[config.mk]
export PLATFORM = sky130hd
export DESIGN_NAME = bresenham_line_rasterizer_flat
export DESIGN_NICKNAME = d
export VERILOG_FILES = /design/src/bll_pkg.sv /design/src/bll_cmd_if.sv /design/src/bll_pix_if.sv /design/src/bll_cfg_regs.sv /design/src/bll_stepper.sv /design/src/bll_addr_unit.sv /design/src/bresenham_line_rasterizer.sv /design/src/flat_wrapper.sv
export SDC_FILE = /design/constraint.sdc
export NUM_CORES = 1
export LEC_CHECK = 0
export BUFFER_PORTS_ARGS = -buffer_cell sky130_fd_sc_hd__buf_2
export CORE_MARGIN = 2
export CORE_UTILIZATION = 47
export DETAILED_ROUTE_END_ITERATION = 10
export PLACE_DENSITY = 0.62
export SLEW_MARGIN = 20
export SYNTH_ARGS = -nofsm -noshare
export SYNTH_HDL_FRONTEND = slang
export SYNTH_HIERARCHICAL = 1
export SYNTH_SLANG_ARGS = --single-unit
[constraint.sdc]
create_clock -name i_clk -period 9.98 [get_ports i_clk]
set_input_delay 0.499 -clock i_clk [delete_from_list [all_inputs] [get_ports i_clk]]
set_output_delay 0.499 -clock i_clk [all_outputs]
set_load 0.1 [all_outputs]
[src/bll_pkg.sv]
// shared constants, codes and types for the line rasterizer
package bll_pkg;

    // default coordinate width
    localparam int COORD_BITS_DEF = 14;

    // configuration register width and frame address width
    localparam int REG_BITS   = 14;
    localparam int ADDR_BITS  = 26;
    localparam int COLOR_BITS = 32;

    // configuration port
    localparam int CFG_IDX_BITS = 2;
    localparam logic [CFG_IDX_BITS-1:0] CFG_FRAME_WIDTH  = 2'd0;
    localparam logic [CFG_IDX_BITS-1:0] CFG_FRAME_HEIGHT = 2'd1;

    localparam logic [REG_BITS-1:0] FRAME_WIDTH_RST  = 14'd800;
    localparam logic [REG_BITS-1:0] FRAME_HEIGHT_RST = 14'd600;

    // command codes
    localparam logic CMD_START = 1'b0;
    localparam logic CMD_NEXT  = 1'b1;

    // per-pixel flags carried from the stepper to the address stage
    typedef struct packed {
        logic pixel_valid;
        logic last_pixel;
    } t_pix_ctl;

endpackage

[src/bll_cmd_if.sv]
// command channel: start/next commands with line endpoints and color
interface bll_cmd_if #(
    parameter int COORD_BITS = bll_pkg::COORD_BITS_DEF
);
    logic                            valid;
    logic                            ready;
    logic                            command;
    logic signed [COORD_BITS-1:0]    start_x;
    logic signed [COORD_BITS-1:0]    start_y;
    logic signed [COORD_BITS-1:0]    end_x;
    logic signed [COORD_BITS-1:0]    end_y;
    logic [bll_pkg::COLOR_BITS-1:0]  pixel_color;

    modport source (
        output valid, command, start_x, start_y, end_x, end_y, pixel_color,
        input  ready
    );
    modport sink (
        input  valid, command, start_x, start_y, end_x, end_y, pixel_color,
        output ready
    );
endinterface

[src/bll_pix_if.sv]
// pixel channel: one result item per command
interface bll_pix_if #(
    parameter int COORD_BITS = bll_pkg::COORD_BITS_DEF
);
    logic                            valid;
    logic                            ready;
    logic                            pixel_valid;
    logic signed [COORD_BITS-1:0]    pixel_x;
    logic signed [COORD_BITS-1:0]    pixel_y;
    logic [bll_pkg::ADDR_BITS-1:0]   pixel_address;
    logic [bll_pkg::COLOR_BITS-1:0]  color_out;
    logic                            last_pixel;
    logic                            off_frame;

    modport source (
        output valid, pixel_valid, pixel_x, pixel_y, pixel_address, color_out,
               last_pixel, off_frame,
        input  ready
    );
    modport sink (
        input  valid, pixel_valid, pixel_x, pixel_y, pixel_address, color_out,
               last_pixel, off_frame,
        output ready
    );
endinterface

[src/bll_cfg_regs.sv]
// frame size configuration registers
module bll_cfg_regs (
    input  logic                              i_clk,
    input  logic                              i_rst_n,
    input  logic                              i_cfg_we,
    input  logic [bll_pkg::CFG_IDX_BITS-1:0]  i_cfg_index,
    input  logic [bll_pkg::REG_BITS-1:0]      i_cfg_wdata,
    output logic [bll_pkg::REG_BITS-1:0]      o_frame_width,
    output logic [bll_pkg::REG_BITS-1:0]      o_frame_height
);

    logic [bll_pkg::REG_BITS-1:0] r_frame_width;
    logic [bll_pkg::REG_BITS-1:0] r_frame_height;

    always_ff @(posedge i_clk) begin
        if (!i_rst_n) begin
            r_frame_width  <= bll_pkg::FRAME_WIDTH_RST;
            r_frame_height <= bll_pkg::FRAME_HEIGHT_RST;
        end else if (i_cfg_we) begin
            case (i_cfg_index)
                bll_pkg::CFG_FRAME_WIDTH:  r_frame_width  <= i_cfg_wdata;
                bll_pkg::CFG_FRAME_HEIGHT: r_frame_height <= i_cfg_wdata;
                default: ;
            endcase
        end
    end

    assign o_frame_width  = r_frame_width;
    assign o_frame_height = r_frame_height;

endmodule

[src/bll_stepper.sv]
// line setup and per-pixel error-term stepping, one pixel register
module bll_stepper #(
    parameter int COORD_BITS = bll_pkg::COORD_BITS_DEF
) (
    input  logic                              i_clk,
    input  logic                              i_rst_n,
    input  logic                              i_in_valid,
    output logic                              o_in_ready,
    input  logic                              i_command,
    input  logic signed [COORD_BITS-1:0]      i_start_x,
    input  logic signed [COORD_BITS-1:0]      i_start_y,
    input  logic signed [COORD_BITS-1:0]      i_end_x,
    input  logic signed [COORD_BITS-1:0]      i_end_y,
    input  logic [bll_pkg::COLOR_BITS-1:0]    i_pixel_color,
    output logic                              o_dn_valid,
    input  logic                              i_dn_ready,
    output logic signed [COORD_BITS-1:0]      o_px,
    output logic signed [COORD_BITS-1:0]      o_py,
    output logic [bll_pkg::COLOR_BITS-1:0]    o_color,
    output bll_pkg::t_pix_ctl                 o_ctl
);

    localparam int EW = COORD_BITS + 3;
    localparam int DW = COORD_BITS + 1;
    localparam logic [COORD_BITS-1:0] STEP_POS = COORD_BITS'(1);
    localparam logic [COORD_BITS-1:0] STEP_NEG = '1;

    // line state
    logic                           r_active;
    logic [COORD_BITS-1:0]          r_x, r_y;
    logic [EW-1:0]                  r_err;
    logic [COORD_BITS-1:0]          r_steps;
    logic [COORD_BITS-1:0]          r_adx, r_ady;
    logic                           r_xneg, r_yneg, r_xmaj;
    logic [bll_pkg::COLOR_BITS-1:0] r_lcolor;

    logic                           n_active;
    logic [COORD_BITS-1:0]          n_x, n_y;
    logic [EW-1:0]                  n_err;
    logic [COORD_BITS-1:0]          n_steps;
    logic [COORD_BITS-1:0]          n_adx, n_ady;
    logic                           n_xneg, n_yneg, n_xmaj;
    logic [bll_pkg::COLOR_BITS-1:0] n_lcolor;

    // pixel register
    logic                           r_vld, n_vld;
    logic [COORD_BITS-1:0]          r_px, r_py, n_px, n_py;
    logic [bll_pkg::COLOR_BITS-1:0] r_color, n_color;
    bll_pkg::t_pix_ctl              r_ctl, n_ctl;

    logic accept;

    // setup arithmetic
    logic [DW-1:0]         dx, dy;
    logic [COORD_BITS-1:0] adx, ady, dmaj, dmin;
    logic                  xmaj;
    logic [EW-1:0]         err0;

    // stepping arithmetic
    logic                  err_ge0;
    logic [COORD_BITS-1:0] smaj, smin;
    logic [EW-1:0]         err_adv;
    logic [COORD_BITS-1:0] x_adv, y_adv;

    assign accept     = i_in_valid && o_in_ready;
    assign o_in_ready = !r_vld || i_dn_ready;

    assign dx   = DW'(i_end_x) - DW'(i_start_x);
    assign dy   = DW'(i_end_y) - DW'(i_start_y);
    assign adx  = dx[DW-1] ? COORD_BITS'(-dx) : dx[COORD_BITS-1:0];
    assign ady  = dy[DW-1] ? COORD_BITS'(-dy) : dy[COORD_BITS-1:0];
    assign xmaj = (adx >= ady);
    assign dmaj = xmaj ? adx : ady;
    assign dmin = xmaj ? ady : adx;
    assign err0 = EW'({dmin, 1'b0}) - EW'(dmaj);

    // one bresenham step from the last emitted pixel
    assign err_ge0 = !r_err[EW-1];
    assign smaj    = r_xmaj ? r_adx : r_ady;
    assign smin    = r_xmaj ? r_ady : r_adx;
    assign err_adv = r_err + EW'({smin, 1'b0}) - (err_ge0 ? EW'({smaj, 1'b0}) : '0);
    assign x_adv   = (r_xmaj || err_ge0) ? r_x + (r_xneg ? STEP_NEG : STEP_POS) : r_x;
    assign y_adv   = (!r_xmaj || err_ge0) ? r_y + (r_yneg ? STEP_NEG : STEP_POS) : r_y;

    always_comb begin
        n_active = r_active;
        n_x      = r_x;
        n_y      = r_y;
        n_err    = r_err;
        n_steps  = r_steps;
        n_adx    = r_adx;
        n_ady    = r_ady;
        n_xneg   = r_xneg;
        n_yneg   = r_yneg;
        n_xmaj   = r_xmaj;
        n_lcolor = r_lcolor;
        n_px     = r_px;
        n_py     = r_py;
        n_color  = r_color;
        n_ctl    = r_ctl;
        n_vld    = r_vld && !i_dn_ready;

        if (accept) begin
            n_vld = 1'b1;
            if (i_command == bll_pkg::CMD_START) begin
                n_adx    = adx;
                n_ady    = ady;
                n_xneg   = !(dx != '0 && !dx[DW-1]);
                n_yneg   = !(dy != '0 && !dy[DW-1]);
                n_xmaj   = xmaj;
                n_err    = err0;
                n_steps  = dmaj;
                n_active = (dmaj != '0);
                n_x      = i_start_x;
                n_y      = i_start_y;
                n_lcolor = i_pixel_color;
                n_px     = i_start_x;
                n_py     = i_start_y;
                n_color  = i_pixel_color;
                n_ctl    = '{pixel_valid: 1'b1, last_pixel: (dmaj == '0)};
            end else if (r_active) begin
                n_x      = x_adv;
                n_y      = y_adv;
                n_err    = err_adv;
                n_steps  = r_steps - STEP_POS;
                n_active = (r_steps != STEP_POS);
                n_px     = x_adv;
                n_py     = y_adv;
                n_color  = r_lcolor;
                n_ctl    = '{pixel_valid: 1'b1, last_pixel: (r_steps == STEP_POS)};
            end else begin
                // next with no line: an all-zero item
                n_px    = '0;
                n_py    = '0;
                n_color = '0;
                n_ctl   = '{pixel_valid: 1'b0, last_pixel: 1'b0};
            end
        end
    end

    always_ff @(posedge i_clk) begin
        if (!i_rst_n) begin
            r_active <= 1'b0;
            r_vld    <= 1'b0;
        end else begin
            r_active <= n_active;
            r_vld    <= n_vld;
        end
        r_x      <= n_x;
        r_y      <= n_y;
        r_err    <= n_err;
        r_steps  <= n_steps;
        r_adx    <= n_adx;
        r_ady    <= n_ady;
        r_xneg   <= n_xneg;
        r_yneg   <= n_yneg;
        r_xmaj   <= n_xmaj;
        r_lcolor <= n_lcolor;
        r_px     <= n_px;
        r_py     <= n_py;
        r_color  <= n_color;
        r_ctl    <= n_ctl;
    end

    assign o_dn_valid = r_vld;
    assign o_px       = r_px;
    assign o_py       = r_py;
    assign o_color    = r_color;
    assign o_ctl      = r_ctl;

    // an active line always has pixels left
    a_active_steps: assert property (@(posedge i_clk) disable iff (!i_rst_n)
        r_active |-> r_steps != '0)
        else $error("active line with no steps left");

    // a start always produces a real pixel
    a_start_pixel: assert property (@(posedge i_clk) disable iff (!i_rst_n)
        accept && i_command == bll_pkg::CMD_START |=> r_vld && r_ctl.pixel_valid)
        else $error("start did not produce a pixel");

    // next with no line gives an empty item
    a_idle_next: assert property (@(posedge i_clk) disable iff (!i_rst_n)
        accept && i_command == bll_pkg::CMD_NEXT && !r_active
        |=> r_vld && !r_ctl.pixel_valid)
        else $error("pixel emitted while idle");

    // major axis is the larger delta (x on a tie)
    a_major_axis: assert property (@(posedge i_clk) disable iff (!i_rst_n)
        r_active |-> (r_xmaj ? r_adx >= r_ady : r_ady > r_adx))
        else $error("major axis inconsistent with deltas");

endmodule

[src/bll_addr_unit.sv]
// frame bounds check and address multiply, output register
module bll_addr_unit #(
    parameter int COORD_BITS = bll_pkg::COORD_BITS_DEF
) (
    input  logic                              i_clk,
    input  logic                              i_rst_n,
    input  logic                              i_up_valid,
    output logic                              o_up_ready,
    input  logic signed [COORD_BITS-1:0]      i_px,
    input  logic signed [COORD_BITS-1:0]      i_py,
    input  logic [bll_pkg::COLOR_BITS-1:0]    i_color,
    input  bll_pkg::t_pix_ctl                 i_ctl,
    input  logic [bll_pkg::REG_BITS-1:0]      i_frame_width,
    input  logic [bll_pkg::REG_BITS-1:0]      i_frame_height,
    output logic                              o_valid,
    input  logic                              i_ready,
    output logic                              o_pixel_valid,
    output logic signed [COORD_BITS-1:0]      o_pixel_x,
    output logic signed [COORD_BITS-1:0]      o_pixel_y,
    output logic [bll_pkg::ADDR_BITS-1:0]     o_pixel_address,
    output logic [bll_pkg::COLOR_BITS-1:0]    o_color_out,
    output logic                              o_last_pixel,
    output logic                              o_off_frame
);

    localparam int CW     = (COORD_BITS > bll_pkg::REG_BITS) ? COORD_BITS : bll_pkg::REG_BITS;
    localparam int PROD_W = COORD_BITS + bll_pkg::REG_BITS;
    localparam int SW     = (PROD_W + 1 > bll_pkg::ADDR_BITS) ? PROD_W + 1 : bll_pkg::ADDR_BITS;

    logic                            r_vld, n_vld;
    logic                            r_pvalid;
    logic [COORD_BITS-1:0]           r_x, r_y;
    logic [bll_pkg::ADDR_BITS-1:0]   r_addr, n_addr;
    logic [bll_pkg::COLOR_BITS-1:0]  r_color;
    logic                            r_last;
    logic                            r_off, n_off;

    logic            load;
    logic            out_of_frame;
    logic [PROD_W-1:0] prod;
    logic [SW-1:0]   sum;

    assign o_up_ready = !r_vld || i_ready;
    assign load       = i_up_valid && o_up_ready;

    // negative coordinates fail on the sign bit, so unsigned compares suffice
    assign out_of_frame = i_px[COORD_BITS-1] || i_py[COORD_BITS-1]
                       || (CW'(unsigned'(i_px)) >= CW'(i_frame_width))
                       || (CW'(unsigned'(i_py)) >= CW'(i_frame_height));

    assign prod = PROD_W'(unsigned'(i_py)) * PROD_W'(i_frame_width);
    assign sum  = SW'(prod) + SW'(unsigned'(i_px));

    assign n_off  = i_ctl.pixel_valid && out_of_frame;
    assign n_addr = (i_ctl.pixel_valid && !out_of_frame) ? sum[bll_pkg::ADDR_BITS-1:0] : '0;
    assign n_vld  = load ? 1'b1 : (r_vld && !i_ready);

    always_ff @(posedge i_clk) begin
        if (!i_rst_n) begin
            r_vld <= 1'b0;
        end else begin
            r_vld <= n_vld;
        end
        if (load) begin
            r_pvalid <= i_ctl.pixel_valid;
            r_x      <= i_px;
            r_y      <= i_py;
            r_addr   <= n_addr;
            r_color  <= i_color;
            r_last   <= i_ctl.last_pixel;
            r_off    <= n_off;
        end
    end

    assign o_valid         = r_vld;
    assign o_pixel_valid   = r_pvalid;
    assign o_pixel_x       = r_x;
    assign o_pixel_y       = r_y;
    assign o_pixel_address = r_addr;
    assign o_color_out     = r_color;
    assign o_last_pixel    = r_last;
    assign o_off_frame     = r_off;

    // an off-frame pixel never carries a write address
    a_off_no_addr: assert property (@(posedge i_clk) disable iff (!i_rst_n)
        r_vld && r_off |-> r_addr == '0 && r_pvalid)
        else $error("off-frame pixel with nonzero address");

endmodule

[src/bresenham_line_rasterizer.sv]
// top level of the bresenham line pixel generator
//
// usage:
//   i_cmd  command channel (valid/ready). command 0 starts a line from
//          (start_x, start_y) to (end_x, end_y) in pixel_color and returns
//          the first pixel; command 1 returns the next pixel of the line.
//   o_pix  one result item per command item, in order. last_pixel marks the
//          final pixel; a next command with no line active returns an item
//          with every field zero (pixel_valid 0). off_frame pixels carry
//          address 0 and must not be written.
//   cfg    i_cfg_we / i_cfg_index / i_cfg_wdata write frame_width (index 0)
//          and frame_height (index 1); change them only while idle.
// timing:
//   a result leaves through the stepper register, which loads at the accept,
//   and then through the y*width address register, which drives o_pix.
//   throughput is one item per cycle while o_pix is not stalled, set by the
//   single error-term add and compare of a bresenham step.
// reset (synchronous, active low) clears the line and both pipeline stages,
// and loads frame size 800 x 600. a stalled o_pix holds its item; the stall
// backs up through both stages, which keep taking items while a slot is free.
module bresenham_line_rasterizer #(
    parameter int COORD_BITS = bll_pkg::COORD_BITS_DEF
) (
    input  logic                              i_clk,
    input  logic                              i_rst_n,
    bll_cmd_if.sink                           i_cmd,
    bll_pix_if.source                         o_pix,
    input  logic                              i_cfg_we,
    input  logic [bll_pkg::CFG_IDX_BITS-1:0]  i_cfg_index,
    input  logic [bll_pkg::REG_BITS-1:0]      i_cfg_wdata
);

    // frame size registers
    logic [bll_pkg::REG_BITS-1:0] frame_width;
    logic [bll_pkg::REG_BITS-1:0] frame_height;

    // stepper to address stage
    logic                            stp_valid;
    logic                            stp_ready;
    logic signed [COORD_BITS-1:0]    stp_x;
    logic signed [COORD_BITS-1:0]    stp_y;
    logic [bll_pkg::COLOR_BITS-1:0]  stp_color;
    bll_pkg::t_pix_ctl               stp_ctl;

    bll_cfg_regs u_cfg (
        .i_clk          (i_clk),
        .i_rst_n        (i_rst_n),
        .i_cfg_we       (i_cfg_we),
        .i_cfg_index    (i_cfg_index),
        .i_cfg_wdata    (i_cfg_wdata),
        .o_frame_width  (frame_width),
        .o_frame_height (frame_height)
    );

    // setup on start, one error-term step per next
    bll_stepper #(
        .COORD_BITS (COORD_BITS)
    ) u_stepper (
        .i_clk         (i_clk),
        .i_rst_n       (i_rst_n),
        .i_in_valid    (i_cmd.valid),
        .o_in_ready    (i_cmd.ready),
        .i_command     (i_cmd.command),
        .i_start_x     (i_cmd.start_x),
        .i_start_y     (i_cmd.start_y),
        .i_end_x       (i_cmd.end_x),
        .i_end_y       (i_cmd.end_y),
        .i_pixel_color (i_cmd.pixel_color),
        .o_dn_valid    (stp_valid),
        .i_dn_ready    (stp_ready),
        .o_px          (stp_x),
        .o_py          (stp_y),
        .o_color       (stp_color),
        .o_ctl         (stp_ctl)
    );

    // bounds check and x + y*width, registered onto the output channel
    bll_addr_unit #(
        .COORD_BITS (COORD_BITS)
    ) u_addr (
        .i_clk           (i_clk),
        .i_rst_n         (i_rst_n),
        .i_up_valid      (stp_valid),
        .o_up_ready      (stp_ready),
        .i_px            (stp_x),
        .i_py            (stp_y),
        .i_color         (stp_color),
        .i_ctl           (stp_ctl),
        .i_frame_width   (frame_width),
        .i_frame_height  (frame_height),
        .o_valid         (o_pix.valid),
        .i_ready         (o_pix.ready),
        .o_pixel_valid   (o_pix.pixel_valid),
        .o_pixel_x       (o_pix.pixel_x),
        .o_pixel_y       (o_pix.pixel_y),
        .o_pixel_address (o_pix.pixel_address),
        .o_color_out     (o_pix.color_out),
        .o_last_pixel    (o_pix.last_pixel),
        .o_off_frame     (o_pix.off_frame)
    );

endmodule
[src/flat_wrapper.sv]
// flat-port wrapper written by rule: the top's interface ports become plain ports
module bresenham_line_rasterizer_flat 
#(
    parameter int COORD_BITS = bll_pkg::COORD_BITS_DEF
)
  (i_clk, i_rst_n, i_cfg_we, i_cfg_index, i_cfg_wdata, i_cmd_valid, i_cmd_command, i_cmd_start_x, i_cmd_start_y, i_cmd_end_x, i_cmd_end_y, i_cmd_pixel_color, i_cmd_ready, o_pix_valid, o_pix_pixel_valid, o_pix_pixel_x, o_pix_pixel_y, o_pix_pixel_address, o_pix_color_out, o_pix_last_pixel, o_pix_off_frame, o_pix_ready);
  bll_cmd_if #(.COORD_BITS(COORD_BITS)) i_cmd_i ();
  bll_pix_if #(.COORD_BITS(COORD_BITS)) o_pix_i ();
  input  logic i_clk;
  input  logic i_rst_n;
  input  logic i_cfg_we;
  input  logic [bll_pkg::CFG_IDX_BITS-1:0] i_cfg_index;
  input  logic [bll_pkg::REG_BITS-1:0] i_cfg_wdata;
  input wire logic [$bits(i_cmd_i.valid)-1:0] i_cmd_valid;
  input wire logic [$bits(i_cmd_i.command)-1:0] i_cmd_command;
  input wire logic [$bits(i_cmd_i.start_x)-1:0] i_cmd_start_x;
  input wire logic [$bits(i_cmd_i.start_y)-1:0] i_cmd_start_y;
  input wire logic [$bits(i_cmd_i.end_x)-1:0] i_cmd_end_x;
  input wire logic [$bits(i_cmd_i.end_y)-1:0] i_cmd_end_y;
  input wire logic [$bits(i_cmd_i.pixel_color)-1:0] i_cmd_pixel_color;
  output wire logic [$bits(i_cmd_i.ready)-1:0] i_cmd_ready;
  output wire logic [$bits(o_pix_i.valid)-1:0] o_pix_valid;
  output wire logic [$bits(o_pix_i.pixel_valid)-1:0] o_pix_pixel_valid;
  output wire logic [$bits(o_pix_i.pixel_x)-1:0] o_pix_pixel_x;
  output wire logic [$bits(o_pix_i.pixel_y)-1:0] o_pix_pixel_y;
  output wire logic [$bits(o_pix_i.pixel_address)-1:0] o_pix_pixel_address;
  output wire logic [$bits(o_pix_i.color_out)-1:0] o_pix_color_out;
  output wire logic [$bits(o_pix_i.last_pixel)-1:0] o_pix_last_pixel;
  output wire logic [$bits(o_pix_i.off_frame)-1:0] o_pix_off_frame;
  input wire logic [$bits(o_pix_i.ready)-1:0] o_pix_ready;
  assign i_cmd_i.valid = i_cmd_valid;
  assign i_cmd_i.command = i_cmd_command;
  assign i_cmd_i.start_x = i_cmd_start_x;
  assign i_cmd_i.start_y = i_cmd_start_y;
  assign i_cmd_i.end_x = i_cmd_end_x;
  assign i_cmd_i.end_y = i_cmd_end_y;
  assign i_cmd_i.pixel_color = i_cmd_pixel_color;
  assign i_cmd_ready = i_cmd_i.ready;
  assign o_pix_valid = o_pix_i.valid;
  assign o_pix_pixel_valid = o_pix_i.pixel_valid;
  assign o_pix_pixel_x = o_pix_i.pixel_x;
  assign o_pix_pixel_y = o_pix_i.pixel_y;
  assign o_pix_pixel_address = o_pix_i.pixel_address;
  assign o_pix_color_out = o_pix_i.color_out;
  assign o_pix_last_pixel = o_pix_i.last_pixel;
  assign o_pix_off_frame = o_pix_i.off_frame;
  assign o_pix_i.ready = o_pix_ready;
  bresenham_line_rasterizer #(.COORD_BITS(COORD_BITS)) u_core (.i_clk(i_clk), .i_rst_n(i_rst_n), .i_cmd(i_cmd_i), .o_pix(o_pix_i), .i_cfg_we(i_cfg_we), .i_cfg_index(i_cfg_index), .i_cfg_wdata(i_cfg_wdata));
endmodule
==> results of run 1 <==
-- cell usage in the layout (no fill, tap or decap), types with 12 or more instances in the layout --
cell	n
inv_1	379
edfxtp_1	272
nand2_1	213
ha_1	205
buf_2	199
fa_1	174
nor2_1	144
a21oi_1	133
and2_1	130
xnor2_1	97
o21ai_0	70
mux2i_1	67
a21o_1	40
clkbuf_16	37
a22o_1	33
dfxtp_1	31
o21bai_1	28
xor2_1	26
nand3_1	23
nor3_1	20
nand2b_1	18
nor2b_1	17
a211oi_1	15
nand4_1	15
buf_4	14
mux2_2	13
o211ai_1	12
-- registers in the layout (all words and copies together) (netlist names), 16 cells and up --
signal                         cells
u_core/u_stepper/r_lcolor         32
u_core/u_stepper/r_err            16
u_core/u_addr/o_color_out         32
u_core/u_stepper/o_color          32
u_core/u_addr/o_pixel_address     26
-- where the power goes --
group          internal [mW]  total [mW]  switching [mW]
sequential              1.61        1.74           0.124
clock                  0.805        1.37           0.565
combinational           1.70        4.21            2.51
total                   4.12        7.32            3.20
-- kinds of logic after synthesis --
kind of cell    after synthesis  share of synthesized area [%]
xor+xnor                    125                          4.528
mux                          81                          3.345
simple gates                642                          12.85
fa+ha+maj                   380                          24.47
buf+inv                     468                          7.227
flops                       303                          35.50
compound gates              434                          12.08
-- metrics by stage --
stage                     hold WS [ns]  worst slack, ns
after global placement          0.4018            2.110
after floorplan                 0.4003            2.431
final                           0.1280            2.437
after CTS                      0.09271            2.540
after global routing            0.1011            1.925
after detailed placement        0.4045            1.968
-- per-layer routing --
metal / up-vias / part of all wire, % / global-route usage [%]
met1: 8992 / 44 / 32.43
met5: - / 0 / 0
met3: 113 / 6.3 / 4.089
li1: 8597 / - / -
met2: 578 / 47 / 40.24
met4: 0 / 2.8 / 7.417
-- layout make-up --
type,instances,area (sq um),area share [%]
clock inverter,21,266.5,0.9642
timing repair buffer,214,1112,4.024
tap,688,860.8,3.115
clock buffer,46,969.7,3.508
antenna,1,2.502,0.009054
multi-input combinational,1662,14200,51.38
sequential,303,8788,31.80
inverter,383,1438,5.201
-- final timing paths --
check	endpoint	slack (ns)	depth (start not counted)
worst max register to register	u_core/u_addr/o_pixel_address[24]	3.21	22
worst min register to register	u_core/u_addr/o_color_out[22]	0.41	0
worst min-delay path	u_core/u_stepper/r_lcolor[15]	0.13	1
worst max-delay path	u_core/u_stepper/r_err[14]	2.44	36
-- critical path: cells and delay by family --
| family | cells | cell delay (ns) |
|---|---|---|
| AO/OA/AOI/OAI | 22 | 3.79 |
| AND/OR/NAND/NOR | 2 | 0.56 |
| XOR/XNOR | 2 | 0.53 |
| adder cells (fa/ha/maj) | 5 | 1.61 |
| buffers and inverters | 4 | 0.58 |
| multiplexers | 1 | 0.26 |
==> flow_summary.ini, run 1 <==
[timing]
rsz0062_at_grt = false
max_freq_mhz = 132.6
maxSlewViolCount = 0
setup_violations = 0
fin_crit_sh_pct = 75.58
finClkSkew_ns = 0.02647
slew_headroom_pct = 34.48
hold_viol_final = 0
worstMarginPinSlew_ns = 0.9805
fin_setup_tns_ns = 0
period_needed_ns = 7.543

[synth]
postSynthAreaPerCell_sq_um = 10.18
yosysUniqueCellTypes = 96
synth-edff-count = 272
yosysMostFrequentCell = inv_1
synth-seq-area-share_pct = 35.50
synth_seq_cells = 303
async_flop_share_pct = 0
synth_top_area_cell = edfxtp_1
synth_common_cells = inv_1, edfxtp_1, nand2_1, ha_1, fa_1
synthCells = 2433
synth_top_area_share_pct = 32.99
syn_area_sq_mm = 0.02476
syn-num-nets = 2922
synthTopCellsByArea = edfxtp_1, fa_1, ha_1, inv_1, xnor2_1
synth_warnings = 6
yosys_most_used_dff = edfxtp_1

[global_routing]
grt_max_degree = 73
antenna_found_initial = 1
grt-ovfl-total = 0
grt_use_total_pct = 24.22
grt_pass1_vias = 18720
grt_first_pass_wirelength_um = 102400

[die]
ioPinCount = 201
rows = 84
initial_core_util_pct = 47.30
die_x_um = 233.5
die_h_um = 233.5
dieArea_sq_mm = 0.05453
core_area_sq_mm = 0.05234

[clock_network]
postCtsResizedCells = 0
cts_buffer_depth = 3
cts_setup_buffers = 0
cts_buffers = 37
cts_tree = yes
hold_buffers = 0
htreeDepth = 2
cts_sinks = 303
root_buffer = clkbuf_16
path_clk_slew_ns = 0.06
insertion_delay_ns = 0.57

[critical_path]
path_common_cell = a21oi_1
critical_path.slowest_cell = or2_2
worstReg2RegStart = u_core/u_stepper/o_py[6]
crit_type = in -> reg
cp.required_ns = 10.30
cp.arrival_ns = 7.86
cpPeakStageDelay_ns = 0.42
cp-startpoint = i_cmd_end_x[0]
cp-start-kind = input pin
cp_max_fo = 37
critPathCaptureType = flip-flop

[drt]
drc_errors = 0
routedWlPerCell_um = 19.78
drtIter0Drc = 1194
vias = 18280
ant_nets = 0
drt-total-wl_um = 65640
via_per_inst = 5.509
drt_first_pass_iters = 6

[finish]
layout.nets = 3090
fillers = 4715
finalNonFillerCells = 3318
drive_gt1_share_pct = 12.67
finalInstanceArea_sq_mm = 0.02764
fin_util_pct = 52.81
area_growth_pct = 11.63

[placed_design]
gp_congestion = 0.9064
place_area_sq_mm = 0.02639
dpl.cell_count = 3249
dpl.hpwl_um = 49480
io_buffers = 200

[worst_hold_path]
min-delay-start = i_cmd_pixel_color[15]
hp-class = in -> reg

[power_and_ir_drop]
power.density_mw_per_mm2 = 264.8
p_total_mw = 7.319
peakVddDrop_mv = 0.1386
p_leak_nw = 12.41

[run_status]
status = complete, no violations

[job]
maxCapViolations = 0
Power figures use the tool's default switching activity.
==> inputs of run 2 (changes only) <==
ABC_AREA = 1   (was not set)
PLACE_DENSITY = 0.64   (was 0.62)
clock period = 6.5 ns   (was 9.98 ns; I/O delays follow)
==> run 2 against run 1 <==
- core utilization grew 1.2 points
- count of clock-buffer cells in the layout stayed put
- design area grew 7.1%
- wire length rose by 1.1%
==> flow_summary.ini, run 2 <==
[drt]
wl_met2_um = 31130
m1WireLength_um = 29480
route.met3.wl_um = 3600
via_per_inst = 4.921
drc_errors = 0
drt-total-wl_um = 66360
drt_first_pass_iters = 6
drtIter0Drc = 1386
ant_nets = 0
routed.top_layer = met4
vias = 20660
routedWlPerCell_um = 15.80

[critical_path]
cp-endpoint = u_core/u_addr/o_pixel_address[20]
rr_worst_depth = 20
cp-startpoint = u_core/u_stepper/o_py[11]
cp.required_ns = 6.77
ff2ff_setup_slack_ns = 0.59
cp_max_fo = 16
cp-start-kind = flip-flop
crit_type = reg -> reg
cp.arrival_ns = 6.18
critPathCaptureType = flip-flop
r2r-end = u_core/u_addr/o_pixel_address[20]
worstReg2RegStart = u_core/u_stepper/o_py[11]

[clock_network]
root_buffer = clkbuf_16
cts_buffer_depth = 3
cts_buffers = 35
cts_tree = yes
insertion_delay_ns = 0.54
htreeDepth = 2
cts_sinks = 303
path_clk_slew_ns = 0.06

[finish]
finalNonFillerCells = 4199
most-common-layout-cells = nand2_1, inv_1, edfxtp_1
multiInputGateArea_sq_mm = 0.01402
fillers = 5192
final_common_cell = nand2_1
regArea_sq_mm = 0.008788
drive_gt1_share_pct = 11.48
layout.nets = 3956
area_growth_pct = 13.84

[placed_design]
io_buffers = 200
gp_congestion = 0.9553
dpl.cell_count = 4102
post-place-ws_ns = 0.08888
dpl.hpwl_um = 52470

[synth]
async_flop_share_pct = 0
synth-seq-area-share_pct = 33.78
synth_warnings = 6
postSynthAreaPerCell_sq_um = 8.104
syn_area_sq_mm = 0.02601
synthTopCellsByArea = edfxtp_1, fa_1, nand2_1, inv_1, ha_1
synth-compound-area-share_pct = 7.657
yosysUniqueCellTypes = 56
synth-edff-count = 272
synthSimpleGateAreaFrac_pct = 20.20
synth_common_cells = nand2_1, inv_1, edfxtp_1, ha_1, fa_1
synth_mux_area_share_pct = 0.5772
synth-xor-area-share_pct = 2.087
syn-num-nets = 3699
synth_fa_ha_area_share_pct = 23.25
yosys_most_used_dff = edfxtp_1
synth_top_area_share_pct = 31.40
yosysMostFrequentCell = nand2_1
synth_top_area_cell = edfxtp_1
synthCells = 3210
synth_seq_cells = 303
synth_top_family_by_area = adder cells

[power_and_ir_drop]
peakVddDrop_mv = 0.2400
p_clk_share_pct = 17.4
p_leak_nw = 15.60
comb_power_share_pct = 60.6
switching_share_pct = 47.26
internal_power_mw = 6.286
power_frac_seq_pct = 22.0
power.density_mw_per_mm2 = 402.5
p_sw_mw = 5.633

[timing]
rsz0062_at_grt = false
hold_viol_final = 0
fin_setup_tns_ns = 0
setup_violations = 0
maxSlewViolCount = 0
fin_crit_sh_pct = 90.92
max_freq_mhz = 169.2
setup_ws_ns = 0.5899
slew_headroom_pct = 33.14
period_needed_ns = 5.910
finClkSkew_ns = 0.01578
worstMarginPinSlew_ns = 0.9968

[worst_hold_path]
min-delay-start = i_cfg_wdata[7]
hp-class = in -> reg

[job]
maxCapViolations = 0

[die]
die_x_um = 239.3
initial_core_util_pct = 47.40
dieArea_sq_mm = 0.05725
core_area_sq_mm = 0.05488
ioPinCount = 201
die_h_um = 239.3
rows = 86

[global_routing]
grt_max_degree = 59
grt_use_total_pct = 23.57
grt-ovfl-total = 0
antenna_found_initial = 1
grt_first_pass_wirelength_um = 106100
grt_pass1_vias = 19990

[run_status]
status = complete, no violations
==> run 2: kinds of logic after synthesis <==
family	after synthesis
compound gates	338
xor+xnor	62
fa+ha+maj	379
buf+inv	842
flops	303
mux	15
simple gates	1271
==> run 2: per-stage QoR <==
stage               cell area, sq um  util (%)  power [mW]  hold slack, ns
floorplan                      26010         -       8.059          0.4003
global placement               28070     51.14       9.780          0.4006
detailed placement             28070     51.14       9.839          0.4045
CTS                            29600     53.95       11.99         0.01778
global route                   29610     53.96       13.13         0.02803
finish                         29610     53.96       11.92         0.04022
==> run 2: cell type report <==
| type | instances | area share [%] |
|---|---|---|
| antenna | 1 | 0.008450 |
| multi-input combinational | 2065 | 47.36 |
| timing repair buffer | 302 | 6.236 |
| clock inverter | 18 | 0.7394 |
| inverter | 760 | 9.633 |
| sequential | 303 | 29.68 |
| tap | 704 | 2.974 |
| clock buffer | 46 | 3.376 |
==> run 2: layer usage <==
layer / track usage, % / up-vias
met5: 0 / -
met4: 7.633 / 0
met3: 3.457 / 106
met2: 39.53 / 562
met1: 31.42 / 9490
li1: - / 10510
==> run 2: what timing repair did <==
action | in CTS | in global routing
endpoints found under the hold margin | 32 | 0
resized for setup | 0 | 5
hold buffers | 32 | 0
buffers inserted | 0 | 0
setup endpoints to repair | 0 | 1
==> run 2: power by group through the flow <==
stage                     Sequential [mW]  Clock [mW]  Combinational, mW
after detailed placement             2.66           0               7.18
after floorplan                      2.81           0               5.24
final                                2.62        2.07               7.23
after global placement               2.66           0               7.12
after CTS                            2.62        2.12               7.25
after global routing                 2.64        2.20               8.30
==> run 2: worst max-delay path: stages (launching register included) <==
cell and delay [ns]:
edfxtp_1 0.89, nand2_1 0.17, fa_1 0.54, inv_1 0.06
fa_1 0.50, fa_1 0.53, inv_1 0.06, fa_1 0.47
fa_1 0.52, fa_1 0.54, inv_1 0.04, ha_1 0.37
nand2_1 0.12, nor2_1 0.19, inv_1 0.06, nor2_1 0.18
nand3_1 0.13, nand4_1 0.11, nand2_1 0.06, inv_1 0.06
nor2_2 0.04
==> run 2: worst min-delay path by stage <==
stage               depth (start not counted)                              to
global placement                            0    u_core/u_addr/o_color_out[9]
floorplan                                   0    u_core/u_addr/o_color_out[0]
finish                                      3  u_core/u_cfg/o_frame_height[7]
global route                                3  u_core/u_cfg/o_frame_height[7]
detailed placement                          0   u_core/u_addr/o_color_out[11]
CTS                                         3  u_core/u_cfg/o_frame_height[7]
